`config.mk`:
```
export PLATFORM = sky130hd
export DESIGN_NAME = dial_homing_calibration_sequencer_flat
export DESIGN_NICKNAME = d
export VERILOG_FILES = /design/src/rtl/dhc_pkg.sv /design/src/rtl/dhc_item_if.sv /design/src/rtl/dhc_result_if.sv /design/src/rtl/dhc_cfg.sv /design/src/rtl/dhc_core.sv /design/src/rtl/dhc_outbuf.sv /design/src/rtl/dial_homing_calibration_sequencer.sv /design/src/flat_wrapper.sv
export SDC_FILE = /design/constraint.sdc
export NUM_CORES = 1
export LEC_CHECK = 0
export ABC_AREA = 0
export BUFFER_PORTS_ARGS = -buffer_cell sky130_fd_sc_hd__buf_2
export CAP_MARGIN = 30
export CORE_MARGIN = 3
export CORE_UTILIZATION = 57
export CTS_CLUSTER_SIZE = 24
export DETAILED_ROUTE_END_ITERATION = 8
export GPL_TIMING_DRIVEN = 0
export PLACE_DENSITY = 0.81
export SYNTH_ARGS = -nofsm -noshare
export SYNTH_HDL_FRONTEND = slang
export SYNTH_HIERARCHICAL = 1
export SYNTH_SLANG_ARGS = --single-unit
```
`constraint.sdc`:
```
create_clock -name clk -period 4.33 [get_ports clk]
set_clock_uncertainty 0.15 [all_clocks]
set_input_delay 0.866 -clock clk [delete_from_list [all_inputs] [get_ports clk]]
set_output_delay 0.866 -clock clk [all_outputs]
set_load 0.05 [all_outputs]
```
`src/rtl/dhc_pkg.sv`:
```
// shared types and constants for the dial homing calibration sequencer
package dhc_pkg;

	localparam int POS_BITS = 16;

	typedef logic [POS_BITS-1:0] pos_t;

	typedef enum logic [1:0] {
		MODE_MANUAL = 2'd0,
		MODE_AUTO   = 2'd1,
		MODE_CAL    = 2'd2
	} mode_t;

	typedef enum logic [2:0] {
		PH_NONE   = 3'd0,
		PH_ZERO   = 3'd1,
		PH_SEARCH = 3'd2,
		PH_CHECK  = 3'd3,
		PH_MOVE   = 3'd4,
		PH_DONE   = 3'd5
	} phase_t;

	typedef enum logic [1:0] {
		CMD_NONE   = 2'd0,
		CMD_ROTATE = 2'd1,
		CMD_SEEK   = 2'd2,
		CMD_ZERO   = 2'd3
	} cmd_t;

	localparam logic OP_TICK = 1'b0;
	localparam logic OP_SET  = 1'b1;

	// revolution setup
	localparam int STEPS_RESET  = 4096;
	localparam int STEPS_MIN    = 40;
	localparam int NUDGE_STEPS  = 10;
	localparam int END_DIVISOR  = 20;
	// x / 5 == (x * RECIP_5) >> RECIP_SHIFT for x below 2**18
	localparam int RECIP_5      = 52429;
	localparam int RECIP_SHIFT  = 18;

	localparam int HI_RESET      = STEPS_RESET - NUDGE_STEPS;
	localparam int NEAR_LO_RESET = STEPS_RESET / END_DIVISOR;
	localparam int NEAR_HI_RESET = STEPS_RESET - STEPS_RESET / END_DIVISOR;
	localparam int HALF_RESET    = STEPS_RESET / 2;

	typedef struct packed {
		pos_t hi;
		pos_t near_lo;
		pos_t near_hi;
		pos_t half;
	} cfg_t;

	typedef struct packed {
		cmd_t   motor_command;
		logic   command_dial;
		pos_t   command_amount;
		mode_t  mode_now;
		phase_t cal_phase;
		pos_t   centre_dial0;
		pos_t   centre_dial1;
		logic   last_of_run;
	} res_t;

	typedef struct packed {
		logic load;
		logic two;
		res_t w0;
		res_t w1;
	} res_pair_t;

endpackage

```
`src/rtl/dhc_item_if.sv`:
```
// input channel carrying one tick or mode command word
interface dhc_item_if;
	logic        valid;
	logic        ready;
	logic        operation;
	logic [1:0]  requested_mode;
	logic        sensor_dial0;
	logic        sensor_dial1;
	logic [15:0] position_dial0;
	logic [15:0] position_dial1;
	logic        ready_dial0;
	logic        ready_dial1;

	modport source (
		output valid, operation, requested_mode, sensor_dial0, sensor_dial1,
		output position_dial0, position_dial1, ready_dial0, ready_dial1,
		input  ready
	);
	modport sink (
		input  valid, operation, requested_mode, sensor_dial0, sensor_dial1,
		input  position_dial0, position_dial1, ready_dial0, ready_dial1,
		output ready
	);
endinterface

```
`src/rtl/dhc_result_if.sv`:
```
// output channel carrying one motor command and status word
interface dhc_result_if;
	logic        valid;
	logic        ready;
	logic [1:0]  motor_command;
	logic        command_dial;
	logic [15:0] command_amount;
	logic [1:0]  mode_now;
	logic [2:0]  cal_phase;
	logic [15:0] centre_dial0;
	logic [15:0] centre_dial1;
	logic        last_of_run;

	modport source (
		output valid, motor_command, command_dial, command_amount, mode_now,
		output cal_phase, centre_dial0, centre_dial1, last_of_run,
		input  ready
	);
	modport sink (
		input  valid, motor_command, command_dial, command_amount, mode_now,
		input  cal_phase, centre_dial0, centre_dial1, last_of_run,
		output ready
	);
endinterface

```
`src/rtl/dhc_cfg.sv`:
```
// revolution register with precomputed search limits and margins
module dhc_cfg (
	input  logic                clk,
	input  logic                arst_n,
	input  logic                cfg_we,
	input  logic [15:0]         cfg_wdata,
	output dhc_pkg::cfg_t       cfg
);

	logic [15:0] steps;
	logic [31:0] prod;
	logic [15:0] q20;
	dhc_pkg::cfg_t cfg_q;

	always_comb begin
		steps = (cfg_wdata < 16'(dhc_pkg::STEPS_MIN)) ? 16'(dhc_pkg::STEPS_MIN) : cfg_wdata;
		// steps / 20 as (steps / 4) / 5
		prod  = 32'(steps[15:2]) * 32'(dhc_pkg::RECIP_5);
		q20   = 16'(prod >> dhc_pkg::RECIP_SHIFT);
	end

	always_ff @(posedge clk or negedge arst_n) begin
		if (!arst_n) begin
			cfg_q.hi      <= dhc_pkg::POS_BITS'(dhc_pkg::HI_RESET);
			cfg_q.near_lo <= dhc_pkg::POS_BITS'(dhc_pkg::NEAR_LO_RESET);
			cfg_q.near_hi <= dhc_pkg::POS_BITS'(dhc_pkg::NEAR_HI_RESET);
			cfg_q.half    <= dhc_pkg::POS_BITS'(dhc_pkg::HALF_RESET);
		end else if (cfg_we) begin
			cfg_q.hi      <= steps - 16'(dhc_pkg::NUDGE_STEPS);
			cfg_q.near_lo <= q20;
			cfg_q.near_hi <= steps - q20;
			cfg_q.half    <= {1'b0, steps[15:1]};
		end
	end

	assign cfg = cfg_q;

endmodule

```
`src/rtl/dhc_core.sv`:
```
// input register, calibration state and single pass next-state logic
module dhc_core (
	input  logic                  clk,
	input  logic                  arst_n,
	dhc_item_if.sink              item,
	input  dhc_pkg::cfg_t         cfg,
	input  logic                  load_ok,
	output dhc_pkg::res_pair_t    pair
);

	logic              valid_s1;
	logic              op_s1;
	logic [1:0]        req_s1;
	logic              sens0_s1, sens1_s1;
	dhc_pkg::pos_t     pos0_s1, pos1_s1;
	logic              rdy0_s1, rdy1_s1;

	dhc_pkg::mode_t    mode_q, mode_d, ret_q, ret_d;
	dhc_pkg::phase_t   phase_q, phase_d;
	logic              dial_q, dial_d;
	logic              prev_q, prev_d;
	dhc_pkg::pos_t     first_q [2];
	dhc_pkg::pos_t     first_d [2];
	dhc_pkg::pos_t     last_q [2];
	dhc_pkg::pos_t     last_d [2];
	dhc_pkg::pos_t     centre_q [2];
	dhc_pkg::pos_t     centre_d [2];

	logic              fire;
	logic              idx, sense, rdy;
	dhc_pkg::pos_t     posn;
	logic [1:0]        e_cnt;
	dhc_pkg::cmd_t     c0, c1;
	dhc_pkg::pos_t     a0, a1;
	logic              d_emit;
	logic [dhc_pkg::POS_BITS:0] edge_sum;

	assign fire       = valid_s1 && load_ok;
	assign item.ready = !valid_s1 || load_ok;

	always_ff @(posedge clk or negedge arst_n) begin
		if (!arst_n) begin
			valid_s1 <= 1'b0;
		end else if (item.ready) begin
			valid_s1 <= item.valid;
		end
	end

	always_ff @(posedge clk) begin
		if (item.valid && item.ready) begin
			op_s1    <= item.operation;
			req_s1   <= item.requested_mode;
			sens0_s1 <= item.sensor_dial0;
			sens1_s1 <= item.sensor_dial1;
			pos0_s1  <= item.position_dial0;
			pos1_s1  <= item.position_dial1;
			rdy0_s1  <= item.ready_dial0;
			rdy1_s1  <= item.ready_dial1;
		end
	end

	always_comb begin
		mode_d   = mode_q;
		ret_d    = ret_q;
		phase_d  = phase_q;
		dial_d   = dial_q;
		prev_d   = prev_q;
		first_d  = first_q;
		last_d   = last_q;
		centre_d = centre_q;
		e_cnt    = 2'd0;
		c0       = dhc_pkg::CMD_NONE;
		c1       = dhc_pkg::CMD_NONE;
		a0       = '0;
		a1       = '0;
		d_emit   = dial_q;
		idx      = dial_q;
		sense    = idx ? sens1_s1 : sens0_s1;
		rdy      = idx ? rdy1_s1 : rdy0_s1;
		posn     = idx ? pos1_s1 : pos0_s1;
		edge_sum = {1'b0, first_q[idx]} + {1'b0, last_q[idx]};

		if (op_s1 == dhc_pkg::OP_SET) begin
			if (req_s1 == dhc_pkg::MODE_CAL) begin
				if (mode_q != dhc_pkg::MODE_CAL) ret_d = mode_q;
				mode_d     = dhc_pkg::MODE_CAL;
				dial_d     = 1'b0;
				phase_d    = dhc_pkg::PH_ZERO;
				first_d[0] = '0;
				last_d[0]  = '0;
				e_cnt      = 2'd1;
				c0         = dhc_pkg::CMD_ROTATE;
				a0         = dhc_pkg::POS_BITS'(dhc_pkg::NUDGE_STEPS);
				d_emit     = 1'b0;
			end else if (req_s1 == dhc_pkg::MODE_MANUAL || req_s1 == dhc_pkg::MODE_AUTO) begin
				mode_d = dhc_pkg::mode_t'(req_s1);
			end
		end else if (mode_q == dhc_pkg::MODE_CAL) begin
			case (phase_q)
				dhc_pkg::PH_ZERO: begin
					if (rdy) begin
						phase_d = dhc_pkg::PH_SEARCH;
						prev_d  = sense;
						e_cnt   = 2'd1;
						c0      = dhc_pkg::CMD_SEEK;
						a0      = cfg.hi;
					end
				end
				dhc_pkg::PH_SEARCH: begin
					if (posn == cfg.hi) begin
						phase_d = dhc_pkg::PH_CHECK;
					end else begin
						// a zero first edge means none seen yet
						if (sense != prev_q) begin
							if (first_q[idx] == '0) begin
								if (!sense) first_d[idx] = posn;
							end else if (sense) begin
								last_d[idx] = posn;
							end
						end
						prev_d = sense;
					end
				end
				dhc_pkg::PH_CHECK: begin
					if (first_q[idx] < cfg.near_lo || first_q[idx] > cfg.near_hi ||
					    last_q[idx] < cfg.near_lo || last_q[idx] > cfg.near_hi) begin
						phase_d = dhc_pkg::PH_MOVE;
						e_cnt   = 2'd1;
						c0      = dhc_pkg::CMD_SEEK;
						a0      = cfg.half;
					end else begin
						phase_d = dhc_pkg::PH_DONE;
					end
				end
				dhc_pkg::PH_MOVE: begin
					// recentred: re-zero then nudge again
					if (posn == cfg.half) begin
						phase_d      = dhc_pkg::PH_ZERO;
						first_d[idx] = '0;
						last_d[idx]  = '0;
						e_cnt        = 2'd2;
						c0           = dhc_pkg::CMD_ZERO;
						c1           = dhc_pkg::CMD_ROTATE;
						a1           = dhc_pkg::POS_BITS'(dhc_pkg::NUDGE_STEPS);
					end
				end
				dhc_pkg::PH_DONE: begin
					centre_d[idx] = edge_sum[dhc_pkg::POS_BITS:1];
					if (idx == 1'b0) begin
						dial_d     = 1'b1;
						phase_d    = dhc_pkg::PH_ZERO;
						first_d[1] = '0;
						last_d[1]  = '0;
						e_cnt      = 2'd1;
						c0         = dhc_pkg::CMD_ROTATE;
						a0         = dhc_pkg::POS_BITS'(dhc_pkg::NUDGE_STEPS);
						d_emit     = 1'b1;
					end else begin
						dial_d  = 1'b0;
						phase_d = dhc_pkg::PH_NONE;
						mode_d  = ret_q;
					end
				end
				default: begin
				end
			endcase
		end

		pair.load                 = fire;
		pair.two                  = (e_cnt == 2'd2);
		pair.w0.motor_command     = c0;
		pair.w0.command_dial      = (e_cnt == 2'd0) ? dial_d : d_emit;
		pair.w0.command_amount    = a0;
		pair.w0.mode_now          = mode_d;
		pair.w0.cal_phase         = phase_d;
		pair.w0.centre_dial0      = centre_d[0];
		pair.w0.centre_dial1      = centre_d[1];
		pair.w0.last_of_run       = (e_cnt != 2'd2);
		pair.w1                   = pair.w0;
		pair.w1.motor_command     = c1;
		pair.w1.command_amount    = a1;
		pair.w1.last_of_run       = 1'b1;
	end

	always_ff @(posedge clk or negedge arst_n) begin
		if (!arst_n) begin
			mode_q      <= dhc_pkg::MODE_CAL;
			ret_q       <= dhc_pkg::MODE_AUTO;
			phase_q     <= dhc_pkg::PH_ZERO;
			dial_q      <= 1'b0;
			prev_q      <= 1'b0;
			first_q[0]  <= '0;
			first_q[1]  <= '0;
			last_q[0]   <= '0;
			last_q[1]   <= '0;
			centre_q[0] <= '0;
			centre_q[1] <= '0;
		end else if (fire) begin
			mode_q   <= mode_d;
			ret_q    <= ret_d;
			phase_q  <= phase_d;
			dial_q   <= dial_d;
			prev_q   <= prev_d;
			first_q  <= first_d;
			last_q   <= last_d;
			centre_q <= centre_d;
		end
	end

	// re-zero pair is always zero then rotate on one dial
	a_pair_order: assert property (@(posedge clk) disable iff (!arst_n)
		pair.load && pair.two |-> pair.w0.motor_command == dhc_pkg::CMD_ZERO &&
			pair.w1.motor_command == dhc_pkg::CMD_ROTATE &&
			pair.w0.command_dial == pair.w1.command_dial)
		else $error("re-zero command pair out of order");

	// idle phase is only reached after the second dial
	a_idle_dial: assert property (@(posedge clk) disable iff (!arst_n)
		phase_q == dhc_pkg::PH_NONE |-> dial_q == 1'b0)
		else $error("idle phase with dial one selected");

endmodule

```
`src/rtl/dhc_outbuf.sv`:
```
// result register with a second slot for the re-zero pair
module dhc_outbuf (
	input  logic                  clk,
	input  logic                  arst_n,
	input  dhc_pkg::res_pair_t    pair,
	output logic                  load_ok,
	dhc_result_if.source          result
);

	logic          o_valid_q;
	logic          sec_valid_q;
	dhc_pkg::res_t o_word_q;
	dhc_pkg::res_t sec_word_q;
	logic          take;

	assign take    = o_valid_q && result.ready;
	assign load_ok = !sec_valid_q && (!o_valid_q || result.ready);

	always_ff @(posedge clk or negedge arst_n) begin
		if (!arst_n) begin
			o_valid_q   <= 1'b0;
			sec_valid_q <= 1'b0;
		end else if (pair.load) begin
			o_valid_q   <= 1'b1;
			sec_valid_q <= pair.two;
		end else if (take) begin
			if (sec_valid_q) sec_valid_q <= 1'b0;
			else o_valid_q <= 1'b0;
		end
	end

	always_ff @(posedge clk) begin
		if (pair.load) begin
			o_word_q   <= pair.w0;
			sec_word_q <= pair.w1;
		end else if (take && sec_valid_q) begin
			o_word_q <= sec_word_q;
		end
	end

	assign result.valid          = o_valid_q;
	assign result.motor_command  = o_word_q.motor_command;
	assign result.command_dial   = o_word_q.command_dial;
	assign result.command_amount = o_word_q.command_amount;
	assign result.mode_now       = o_word_q.mode_now;
	assign result.cal_phase      = o_word_q.cal_phase;
	assign result.centre_dial0   = o_word_q.centre_dial0;
	assign result.centre_dial1   = o_word_q.centre_dial1;
	assign result.last_of_run    = o_word_q.last_of_run;

	a_sec_behind: assert property (@(posedge clk) disable iff (!arst_n)
		sec_valid_q |-> o_valid_q)
		else $error("second slot full while result register empty");

	a_no_overrun: assert property (@(posedge clk) disable iff (!arst_n)
		pair.load |-> !sec_valid_q)
		else $error("new word loaded over a pending second word");

	a_pair_tail: assert property (@(posedge clk) disable iff (!arst_n)
		sec_valid_q |-> !o_word_q.last_of_run)
		else $error("first word of a pair marked as last");

endmodule

```
`src/rtl/dial_homing_calibration_sequencer.sv`:
```
// Dial homing calibration sequencer: two-dial opto calibration with motor commands.
// The first result word passes the input register, then the output register.
// Throughput: one input word per cycle while result.ready holds; a re-zero step
// gives two result words, and the next input waits until the second is taken.
// Reset (arst_n low, asynchronous): calibrate mode, dial zero in the zero phase,
// edges and centres cleared, revolution set to 4096 steps.
module dial_homing_calibration_sequencer (
	input  logic          clk,
	input  logic          arst_n,
	input  logic          cfg_we,
	input  logic [15:0]   cfg_wdata,
	dhc_item_if.sink      item,
	dhc_result_if.source  result
);

	dhc_pkg::cfg_t      cfg;
	dhc_pkg::res_pair_t pair;
	logic               load_ok;

	dhc_cfg u_cfg (
		.clk       (clk),
		.arst_n    (arst_n),
		.cfg_we    (cfg_we),
		.cfg_wdata (cfg_wdata),
		.cfg       (cfg)
	);

	dhc_core u_core (
		.clk     (clk),
		.arst_n  (arst_n),
		.item    (item),
		.cfg     (cfg),
		.load_ok (load_ok),
		.pair    (pair)
	);

	dhc_outbuf u_outbuf (
		.clk     (clk),
		.arst_n  (arst_n),
		.pair    (pair),
		.load_ok (load_ok),
		.result  (result)
	);

endmodule
```
`src/flat_wrapper.sv`:
```
// flat-port wrapper written by rule: the top's interface ports become plain ports
module dial_homing_calibration_sequencer_flat 
  (clk, arst_n, cfg_we, cfg_wdata, item_valid, item_operation, item_requested_mode, item_sensor_dial0, item_sensor_dial1, item_position_dial0, item_position_dial1, item_ready_dial0, item_ready_dial1, item_ready, result_valid, result_motor_command, result_command_dial, result_command_amount, result_mode_now, result_cal_phase, result_centre_dial0, result_centre_dial1, result_last_of_run, result_ready);
  dhc_item_if item_i ();
  dhc_result_if result_i ();
  input  logic clk;
  input  logic arst_n;
  input  logic cfg_we;
  input  logic [15:0] cfg_wdata;
  input wire logic [$bits(item_i.valid)-1:0] item_valid;
  input wire logic [$bits(item_i.operation)-1:0] item_operation;
  input wire logic [$bits(item_i.requested_mode)-1:0] item_requested_mode;
  input wire logic [$bits(item_i.sensor_dial0)-1:0] item_sensor_dial0;
  input wire logic [$bits(item_i.sensor_dial1)-1:0] item_sensor_dial1;
  input wire logic [$bits(item_i.position_dial0)-1:0] item_position_dial0;
  input wire logic [$bits(item_i.position_dial1)-1:0] item_position_dial1;
  input wire logic [$bits(item_i.ready_dial0)-1:0] item_ready_dial0;
  input wire logic [$bits(item_i.ready_dial1)-1:0] item_ready_dial1;
  output wire logic [$bits(item_i.ready)-1:0] item_ready;
  output wire logic [$bits(result_i.valid)-1:0] result_valid;
  output wire logic [$bits(result_i.motor_command)-1:0] result_motor_command;
  output wire logic [$bits(result_i.command_dial)-1:0] result_command_dial;
  output wire logic [$bits(result_i.command_amount)-1:0] result_command_amount;
  output wire logic [$bits(result_i.mode_now)-1:0] result_mode_now;
  output wire logic [$bits(result_i.cal_phase)-1:0] result_cal_phase;
  output wire logic [$bits(result_i.centre_dial0)-1:0] result_centre_dial0;
  output wire logic [$bits(result_i.centre_dial1)-1:0] result_centre_dial1;
  output wire logic [$bits(result_i.last_of_run)-1:0] result_last_of_run;
  input wire logic [$bits(result_i.ready)-1:0] result_ready;
  assign item_i.valid = item_valid;
  assign item_i.operation = item_operation;
  assign item_i.requested_mode = item_requested_mode;
  assign item_i.sensor_dial0 = item_sensor_dial0;
  assign item_i.sensor_dial1 = item_sensor_dial1;
  assign item_i.position_dial0 = item_position_dial0;
  assign item_i.position_dial1 = item_position_dial1;
  assign item_i.ready_dial0 = item_ready_dial0;
  assign item_i.ready_dial1 = item_ready_dial1;
  assign item_ready = item_i.ready;
  assign result_valid = result_i.valid;
  assign result_motor_command = result_i.motor_command;
  assign result_command_dial = result_i.command_dial;
  assign result_command_amount = result_i.command_amount;
  assign result_mode_now = result_i.mode_now;
  assign result_cal_phase = result_i.cal_phase;
  assign result_centre_dial0 = result_i.centre_dial0;
  assign result_centre_dial1 = result_i.centre_dial1;
  assign result_last_of_run = result_i.last_of_run;
  assign result_i.ready = result_ready;
  dial_homing_calibration_sequencer u_core (.clk(clk), .arst_n(arst_n), .cfg_we(cfg_we), .cfg_wdata(cfg_wdata), .item(item_i), .result(result_i));
endmodule
```
==> results.yml, run 1 <==
run_status:
  run_status: "finished with violations"
  violations: "setup timing"
clock_tree:
  tritoncts_clock_tree: "yes"
  cts-buffers-inserted: 37
  clk_path_buf_depth: 3
  clkSinkCount: 320
  clk_latency_ps: 550
  cts_root_buf: "sky130_fd_sc_hd__clkbuf_16"
  ctsHtreeMaxLevel: 2
  cts.clk_slew.worst_paths_ps: 60
setup_path:
  endpoint_kind: "register"
  end_of_the_worst_register_to_register_path: "u_core/u_outbuf/result.command_dial"
  crit_path_top_delay_cell: "sky130_fd_sc_hd__fa_1"
  reg2reg_depth: 15
  regToRegSetupSlack_ps: 110
  worst_ep_arrival_time_ps: 8560
  rr_startpoint: "u_core/u_core/dial_q"
  timing_worst_setup_path_type: "in -> reg"
  cp-start-kind: "input pin"
  critPathMaxFanout: 9
  worstPathRequired_ps: 4560
  worst_path_largest_cell_delay_ps: 510
place:
  dp_hpwl_um: 42900
  gp_congestion: 1.00
  io_buffer_count: 114
  placedInstanceArea_mm2: 0.0229
grt:
  global_route.usage.total_pct: 28.7
  first_global_vias: 16000
  antenna_found_initial: 0
  grt_pass1_wl_um: 88500
  grt_total_ovfl: 0
  grt_start_max_net_pins: 124
yosys:
  largest_family_of_logic_cells_by_synthesized_area: "adder cells"
  netlist.area_leader.share_pct: 21.5
  asr_flop_ratio_synth_pct: 52.2
  synth.area.top_cells: "sky130_fd_sc_hd__edfxtp_1 22%, sky130_fd_sc_hd__dfrtp_1 17%, sky130_fd_sc_hd__ha_1 12%"
  netlist.top_cell.by_area: "sky130_fd_sc_hd__edfxtp_1"
  number_of_enable_flip_flop_cells_after_synthesis: 153
  xor_xnor_portion_of_the_synthesized_cell_area_pct: 3.49
  seq_area_frac_synth_pct: 41.2
  postSynth.topFlopCell: "sky130_fd_sc_hd__edfxtp_1"
  postSynthRegisterBits: 320
  synth.most_common_cell: "sky130_fd_sc_hd__ha_1"
  yosysWarningCount: 6
  post_synthesis_cells: 1893
  synth_simple_gate_area_share_pct: 9.80
  synth_compound_area_share_pct: 11.4
  synth_area_mm2: 0.0214
  post_synth_num_cell_types: 96
  syn-mean-instance-area_um2: 11.3
  synth_top_cells_by_count: "204 x sky130_fd_sc_hd__ha_1, 168 x sky130_fd_sc_hd__inv_1, 153 x sky130_fd_sc_hd__edfxtp_1"
  yosys-mux-area-fraction_pct: 9.19
  area_share_of_fa_ha_maj_cells_after_synthesis_pct: 17.5
sta:
  setup_viol: 28
  layout_setup_ws_ps: -4000
  maxSlewViolCount: 0
  finalCritPeriodShare_pct: 192
  final.min_clock_period_ps: 8330
  rsz0062_at_grt: "true"
  achievable-frequency_ghz: 0.120
  worst_slew_pin_slew_ps: 954
  maxSlewHeadroom_pct: 36.4
  finalHoldViolations: 0
final_layout:
  layout.filler_cells: 2418
  fin_area_mm2: 0.0258
  n_diodes: 0
  finalNetCount: 2476
  synth_to_layout_area_growth_pct: 21.0
  final_layout_size_suffix_gt1_share_pct: 32.0
drt:
  drt-met1-wl_um: 23000
  route.top_layer_used: "met4"
  drtAntennaViolNets: 0
  route.detailed.drc: 0
  route.met2.wl_um: 28800
  drt_pre_antenna_iters: 6
  drt-initial-drc-count: 1401
  routed_vias_inst: 6.00
  amount_of_wire_on_met3_after_detailed_routing_um: 4040
  vias: 15900
  detail_route.wirelength_um: 58800
  wl_per_cell_um: 22.2
die:
  die_w_um: 200
  boundaryPins: 119
  fp.coreArea_mm2: 0.0368
  start_util_pct: 58.1
  core.rowCount: 70
  die_height_um: 200
  die_footprint_mm2: 0.0398
power_and_ir_drop:
  power.density_mw_per_mm2: 783
  total_power_w: 0.0202
  ir_worst_vdd_mv: 1.05
  power.leakage_nw: 11.9
flow_run:
  max_cap_viol_count: 0
worst_hold_path:
  worstHoldPathType: "in -> async"
## critical path, delay by kind of cell
| family | cells | cell delay (ps) |
|---|---|---|
| xor gates and xnor gates | 2 | 360 |
| adders and majority gates | 10 | 3690 |
| buffers and inverters | 8 | 760 |
| AOI/OAI and AO/OA | 11 | 2200 |
| and+or+nand+nor | 4 | 660 |
## layout by cell type (no fill, tap or decap), types with 28 or more instances in the layout
cell type	n
sky130_fd_sc_hd__edfxtp_1	153
sky130_fd_sc_hd__nor2b_1	28
sky130_fd_sc_hd__buf_2	113
sky130_fd_sc_hd__a22o_1	65
sky130_fd_sc_hd__a21oi_1	71
sky130_fd_sc_hd__nand2_1	139
sky130_fd_sc_hd__xnor2_1	66
sky130_fd_sc_hd__clkbuf_16	38
sky130_fd_sc_hd__buf_4	123
sky130_fd_sc_hd__dfrtp_1	141
sky130_fd_sc_hd__fa_1	48
sky130_fd_sc_hd__mux2_2	65
sky130_fd_sc_hd__clkbuf_1	44
sky130_fd_sc_hd__ha_1	179
sky130_fd_sc_hd__inv_1	150
sky130_fd_sc_hd__buf_6	43
sky130_fd_sc_hd__mux2_4	66
sky130_fd_sc_hd__nor2_1	82
sky130_fd_sc_hd__o21ai_0	40
## worst max path at each step
| stage | start | end | slack [ps] |
|---|---|---|---|
| 6_report | cfg_wdata[8] | u_core/u_cfg/cfg[29] | -4000 |
| 5_1_grt | cfg_wdata[14] | u_core/u_cfg/cfg[29] | -4120 |
| 4_1_cts | cfg_wdata[15] | u_core/u_cfg/cfg[31] | -3800 |
| 3_5_place_dp | cfg_wdata[9] | u_core/u_cfg/cfg[31] | -5290 |
| 3_3_place_gp | cfg_wdata[9] | u_core/u_cfg/cfg[31] | -5200 |
| 2_1_floorplan | cfg_wdata[7] | u_core/u_cfg/cfg[31] | -3830 |
## cell families (layout without fill, tap and decap cells)
family / after synthesis / after routing
simple gates: 412 / 412
compound gates: 348 / 348
flops: 320 / 320
buf+inv: 303 / 576
fa+ha+maj: 266 / 266
mux: 156 / 156
xor+xnor: 85 / 85
other cells: 3 / 21
## state kept, by name, indices dropped and copies added, names as in the netlist, 3 cells and up
| name | cells |
|---|---|
| u_core/u_core/last_q | 32 |
| u_core/u_outbuf/result.cal_phase | 3 |
| u_core/u_outbuf/result.centre_dial1 | 16 |
| u_core/u_core/pos0_s1 | 16 |
| u_core/u_core/first_q | 32 |
| u_core/u_core/centre_q | 32 |
| u_core/u_outbuf/sec_word_q | 57 |
| u_core/u_outbuf/result.command_amount | 16 |
| u_core/u_core/phase_q | 3 |
| u_core/u_cfg/cfg | 59 |
| u_core/u_core/pos1_s1 | 16 |
| u_core/u_outbuf/result.centre_dial0 | 16 |
## per-layer routing
metal  global-route usage, %  vias to the layer above
li1                        -                     7178
met1                    36.5                     7849
met2                    49.1                      699
met3                    4.82                      197
met4                    11.9                        0
met5                       0                        -
## repair_timing
item                       4_1_cts  5_1_grt
cloned                           1        0
hold buffers                     0        0
pin swaps                       72       75
gates resized for setup        146      102
setup endpoints to repair      180       85
setup buffers                   74       31
## through the flow
| step | instances | setup slack, ps | hold WS, ps | utilization [%] | TNS (ps) |
|---|---|---|---|---|---|
| after floorplan | 1911 | -3830 | 292 | - | -70390 |
| after global placement | 2493 | -5200 | 303 | 62.0 | -274950 |
| after detailed placement | 2497 | -5290 | 313 | 62.2 | -221370 |
| after CTS | 2633 | -3800 | 71.6 | 68.8 | -72850 |
| after global routing | 2652 | -4120 | 88.8 | 70.3 | -78300 |
| final | 2652 | -4000 | 77.6 | 70.3 | -74430 |
## where the power goes
part	leakage [nW]	total (W)	internal, W	switching [W]
registers	3.66	0.00389	0.00367	0.000219
clock network	0.589	0.00304	0.00177	0.00127
logic	7.63	0.0133	0.00649	0.00683
total	11.9	0.0202	0.0119	0.00832
## layout make-up
type,count,area (um^2),area share (%)
buffer,128,973,3.77
clock buffer,50,1040,4.01
clock inverter,17,158,0.610
inverter,171,672,2.60
multi-input combinational,1288,12100,46.8
sequential,320,8810,34.1
tap,468,586,2.27
timing repair buffer,210,1530,5.90
Note: power is estimated with default switching activity, not from simulation.
==> inputs of run 2 (changes only) <==
- CORE_UTILIZATION: 57 -> 58
- CTS_BUF_LIST: default -> sky130_fd_sc_hd__clkbuf_2 sky130_fd_sc_hd__clkbuf_4 sky130_fd_sc_hd__clkbuf_8
- PLACE_DENSITY: 0.81 -> 0.82
==> run 2 against run 1 <==
The run still ends with setup timing left. Core utilization up 0.91 points. Clock power decreased by 3%. Highest routed layer unchanged. Critical path depth grew 1. Power shrank 7.4%. Sequential cell count is the same. Design area is 1.1% lower. Global-route usage is 1.1 points higher. Via count rose by 1.7%. Register-to-register slack lost 30 ps. Hold slack improved by 150 ps. Sequential share of layout area is 0.37 points higher. Cell count is 0.64% higher.
==> results.yml, run 2 (synthesized netlist as in run 1, its figures left out) <==
run_status:
  run_status: "finished with violations"
  violations: "setup timing"
setup_path:
  endpoint_kind: "register"
  worst_ep_arrival_time_ps: 8550
  cp-start-kind: "input pin"
  critPathMaxFanout: 5
  timing_worst_setup_path_type: "in -> reg"
  regToRegSetupSlack_ps: 80
  worst_path_largest_cell_delay_ps: 540
  crit_path_top_delay_cell: "sky130_fd_sc_hd__fa_1"
  reg2reg_depth: 15
  end_of_the_worst_register_to_register_path: "u_core/u_outbuf/result.command_amount[14]"
  rr_startpoint: "u_core/u_core/dial_q"
  worstPathRequired_ps: 4690
sta:
  achievable-frequency_ghz: 0.122
  total_negative_slack_ps: -70850
  final.min_clock_period_ps: 8200
  maxSlewHeadroom_pct: 41.3
  layout_setup_ws_ps: -3870
  setup_viol: 28
  maxSlewViolCount: 0
  rsz0062_at_grt: "true"
  finalHoldViolations: 0
  finalCritPeriodShare_pct: 189
  worst_slew_pin_slew_ps: 881
drt:
  drt-met1-wl_um: 23400
  amount_of_wire_on_met3_after_detailed_routing_um: 5330
  drt-initial-drc-count: 1406
  wl_per_cell_um: 22.3
  route.top_layer_used: "met4"
  routed_vias_inst: 6.07
  route.detailed.drc: 0
  vias: 16200
  detail_route.wirelength_um: 59500
  drt_pre_antenna_iters: 5
  route.met2.wl_um: 27300
  drtAntennaViolNets: 0
flow_run:
  max_cap_viol_count: 0
clock_tree:
  cts.clk_slew.worst_paths_ps: 60
  clk_latency_ps: 670
  cts-buffers-inserted: 53
  clk_path_buf_depth: 3
  cts_root_buf: "sky130_fd_sc_hd__clkbuf_8"
  clkSinkCount: 320
  tritoncts_clock_tree: "yes"
  ctsHtreeMaxLevel: 2
final_layout:
  n_diodes: 0
  largest_register_ffs: 59
  layout.filler_cells: 2360
  finalNetCount: 2483
  commonest_cells_after_routing_fill_and_taps_aside: "182 x sky130_fd_sc_hd__ha_1, 153 x sky130_fd_sc_hd__edfxtp_1, 149 x sky130_fd_sc_hd__inv_1"
  synth_to_layout_area_growth_pct: 19.7
  final_layout_size_suffix_gt1_share_pct: 32.4
  final_common_cell: "sky130_fd_sc_hd__ha_1"
power_and_ir_drop:
  ir_worst_vdd_mv: 1.48
  power.leakage_nw: 11.8
  power.density_mw_per_mm2: 733
place:
  io_buffer_count: 114
  gp_congestion: 0.946
  dp_hpwl_um: 43300
  pre_cts_slack_ps: -5010
die:
  core.rowCount: 69
  die_w_um: 198
  die_height_um: 198
  fp.coreArea_mm2: 0.0359
  start_util_pct: 59.5
  boundaryPins: 119
  die_footprint_mm2: 0.0392
grt:
  grt_start_max_net_pins: 124
  global_route.usage.total_pct: 29.8
  grt_total_ovfl: 0
  antenna_found_initial: 0
  grt_pass1_wl_um: 89500
  first_global_vias: 16200
worst_hold_path:
  worst_hold_path.endpoint: "u_core/u_core/op_s1"
  worstHoldPathType: "in -> reg"
  min-delay-start: "item_operation"
  hold_path_depth: 1
-- run 2: changes by cell type in the layout (fill, tap and decap cells not counted), moves of 4 or more --
cell,delta
sky130_fd_sc_hd__clkbuf_8,+63
sky130_fd_sc_hd__inv_4,-6
sky130_fd_sc_hd__buf_4,+11
sky130_fd_sc_hd__clkinv_1,+4
sky130_fd_sc_hd__fa_2,-5
sky130_fd_sc_hd__ha_4,-6
sky130_fd_sc_hd__buf_6,-24
sky130_fd_sc_hd__a21oi_2,+5
sky130_fd_sc_hd__fa_1,+5
sky130_fd_sc_hd__clkbuf_16,-37
sky130_fd_sc_hd__clkbuf_4,+11
sky130_fd_sc_hd__clkbuf_1,-8
-- run 2: critical path: cells and delay by family --
kind | cells | cell delay, ps
adders and majority gates | 11 | 4020
AOI/OAI and AO/OA | 12 | 2270
and+or+nand+nor | 4 | 650
buffers and inverters | 7 | 380
xor gates and xnor gates | 2 | 360
-- run 2: through the flow --
step	hold WS (ps)	utilization (%)	std cells	area [um^2]	total power, W
after global routing	199	71.2	2669	25600	0.0198
after global placement	304	63.5	2486	22800	0.0116
after floorplan	292	-	1911	21600	0.0100
final	224	71.2	2669	25600	0.0187
after CTS	187	69.0	2634	24800	0.0166
after detailed placement	317	63.7	2489	22900	0.0118
-- run 2: repair_timing --
action	4_1_cts	5_1_grt
pin swaps	43	89
cloned	1	1
hold buffers	1	0
endpoints found under the setup margin	166	72
buffers inserted	52	42
gates resized for setup	83	111
endpoints found under the hold margin	39	0
-- run 2: layout make-up --
type / instances / area [um^2] / share of cell area (%)
Buffer: 128 / 978 / 3.83
Clock buffer: 79 / 1010 / 3.96
Clock inverter: 21 / 183 / 0.715
Timing Repair Buffer: 200 / 1370 / 5.34
Tap cell: 461 / 577 / 2.26
Multi-Input combinational cell: 1289 / 12000 / 46.8
Inverter: 171 / 683 / 2.67
Sequential cell: 320 / 8800 / 34.4
-- run 2: where the power goes --
group	switching (W)	leakage, nW	internal (W)
Clock	0.00130	0.630	0.00164
Combinational	0.00624	7.55	0.00566
Sequential	0.000241	3.66	0.00367
-- run 2: per-layer routing --
metal	GRT usage, %	vias up
met2	47.5	866
met4	14.4	0
met1	38.9	7874
met3	6.62	230
met5	0	-
li1	-	7229
-- run 2: how the worst max path moves through the flow --
stage,from,slack (ps),endpoint
after floorplan,cfg_wdata[7],-3830,u_core/u_cfg/cfg[31]
after global placement,cfg_wdata[9],-4840,u_core/u_cfg/cfg[31]
after detailed placement,cfg_wdata[9],-5010,u_core/u_cfg/cfg[31]
after CTS,cfg_wdata[14],-3750,u_core/u_cfg/cfg[29]
after global routing,cfg_wdata[14],-4010,u_core/u_cfg/cfg[31]
final,cfg_wdata[14],-3870,u_core/u_cfg/cfg[31]
==> inputs of run 3 (changes only) <==
- ABC_CLOCK_PERIOD_IN_PS: default -> 10250
- CORE_UTILIZATION: 58 -> 67
- CTS_BUF_LIST: sky130_fd_sc_hd__clkbuf_2 sky130_fd_sc_hd__clkbuf_4 sky130_fd_sc_hd__clkbuf_8 -> sky130_fd_sc_hd__clkbuf_16
- PLACE_DENSITY: 0.82 -> 0.89
- clock period: 4.33 -> 10.25 ns (I/O delays scaled with it)
==> run 3 against run 2 <==
The run now ends clean. Design area decreased by 5.9%. Sequential share of layout area increased by 2.2 points. Die area decreased by 13%. Worst setup slack improved by 4100 ps. Sequential power decreased by 58%. Via count decreased by 2.5%. Cell count decreased by 6.3%. Largest cell class unchanged. Wire length decreased by 2.2%. Global-route usage increased by 3.9 points. Clock power decreased by 57%.
==> results.yml, run 3 (synthesized netlist as in run 1, its figures left out) <==
grt:
  antenna_found_initial: 0
  grt_pass1_wl_um: 88300
  global_route.usage.total_pct: 33.7
  first_global_vias: 15900
  grt_total_ovfl: 0
  grt_start_max_net_pins: 127
setup_path:
  crit_path_top_delay_cell: "sky130_fd_sc_hd__fa_1"
  endpoint_kind: "register"
  critPathMaxFanout: 7
  worstPathRequired_ps: 10500
  timing_worst_setup_path_type: "in -> reg"
  worst_path_largest_cell_delay_ps: 540
  worst_ep_arrival_time_ps: 10250
  cp-start-kind: "input pin"
final_layout:
  final_common_cell: "sky130_fd_sc_hd__ha_1"
  final_layout_size_suffix_gt1_share_pct: 24.1
  final_non_filler_cell_total: 2501
  synth_to_layout_area_growth_pct: 12.6
  commonest_cells_after_routing_fill_and_taps_aside: "201 x sky130_fd_sc_hd__ha_1, 171 x sky130_fd_sc_hd__inv_1, 153 x sky130_fd_sc_hd__edfxtp_1"
  n_diodes: 0
  largest_register_ffs: 59
  finalNetCount: 2399
  finish.utilization_pct: 77.6
place:
  gp_congestion: 0.940
  post-place-cells: 2426
  dp_hpwl_um: 44000
  io_buffer_count: 114
sta:
  finalHoldViolations: 0
  timing.hold.ws_ps: 331
  achievable-frequency_ghz: 0.100
  final.min_clock_period_ps: 10000
  total_negative_slack_ps: 0
  worst_slew_pin_slew_ps: 883
  maxSlewViolCount: 0
  maxSlewHeadroom_pct: 40.7
  setup_viol: 0
  finalCritPeriodShare_pct: 97.5
clock_tree:
  ctsHtreeMaxLevel: 2
  hold_buffers: 0
  cts_root_buf: "sky130_fd_sc_hd__clkbuf_16"
  cts-buffers-inserted: 35
  clkSinkCount: 320
  clk_path_buf_depth: 3
  clk_latency_ps: 520
  tritoncts_clock_tree: "yes"
  cts.clk_slew.worst_paths_ps: 60
drt:
  drtAntennaViolNets: 0
  vias: 15800
  drt_pre_antenna_iters: 6
  drt-initial-drc-count: 1441
  routed_vias_inst: 6.32
  wl_per_cell_um: 23.3
  route.detailed.drc: 0
  detail_route.wirelength_um: 58200
power_and_ir_drop:
  power.density_mw_per_mm2: 278
  total_power_w: 0.00668
  ir_worst_vdd_mv: 0.600
  power.leakage_nw: 11.3
flow_run:
  max_cap_viol_count: 0
die:
  die_footprint_mm2: 0.0341
  start_util_pct: 68.9
  die_height_um: 185
  core.rowCount: 64
  fp.coreArea_mm2: 0.0310
  boundaryPins: 119
  die_w_um: 185
run_status:
  run_status: "finished clean"
worst_hold_path:
  worstHoldPathType: "reg -> reg"
-- run 3: changes by cell type in the layout (fill, tap and decap cells not counted), moves of 15 or more --
cell and delta:
sky130_fd_sc_hd__ha_4 -16, sky130_fd_sc_hd__clkbuf_16 +35, sky130_fd_sc_hd__buf_4 -57, sky130_fd_sc_hd__clkbuf_8 -69
sky130_fd_sc_hd__o21ai_0 +15, sky130_fd_sc_hd__inv_1 +22, sky130_fd_sc_hd__ha_1 +19
-- run 3: cell type report --
type	count	area (um^2)
fill	1938	6950
timing repair buffer	131	756
clock inverter	27	240
sequential	320	8800
clock buffer	36	901
multi-input combinational	1288	11300
buffer	132	921
inverter	171	642
tap	396	495
-- run 3: critical path, delay by kind of cell --
family,cells,cell delay [ps]
AND/OR/NAND/NOR,7,1140
adder cells (fa/ha/maj),13,4620
AO/OA/AOI/OAI,8,1500
buffers and inverters,7,730
XOR/XNOR,1,200
-- run 3: report_power, final --
part / switching (W) / internal [W] / total (W) / leakage (nW)
clock network: 0.000528 / 0.000724 / 0.00125 / 0.583
logic: 0.00225 / 0.00154 / 0.00378 / 7.04
registers: 0.0000953 / 0.00155 / 0.00165 / 3.66
-- run 3: per-layer routing --
layer,up-vias,GRT usage (%),wire [um]
li1,7044,-,-
met1,7727,43.2,22500
met2,805,54.7,27400
met3,221,7.40,4850
met4,0,16.3,3390
met5,-,0,0
-- run 3: timing repair --
item	CTS	global route
pin swaps	0	10
setup buffers	2	10
resized for setup	10	37
setup endpoints to repair	9	7
-- run 3: final timing paths --
kind | from | cells after the start | endpoint | slack (ps)
min in group asynchronous | arst_n | 1 | u_core/u_core/centre_q[23] | 1250
max in group asynchronous | arst_n | 2 | u_core/u_core/first_q[12] | 7760
min | u_core/u_core/centre_q[1] | 2 | u_core/u_core/centre_q[1] | 330
max reg2reg | u_core/u_core/dial_q | 18 | u_core/u_outbuf/result.command_dial | 4010
min reg2reg | u_core/u_core/centre_q[1] | 2 | u_core/u_core/centre_q[1] | 330
max | cfg_wdata[14] | 36 | u_core/u_cfg/cfg[30] | 250
-- run 3: through the flow --
stage / area [um^2] / setup slack, ps
after global placement: 22500 / -1210
after CTS: 23800 / 71.0
after floorplan: 21400 / 227
after detailed placement: 22600 / -1370
after global routing: 24000 / -106
final: 24000 / 251
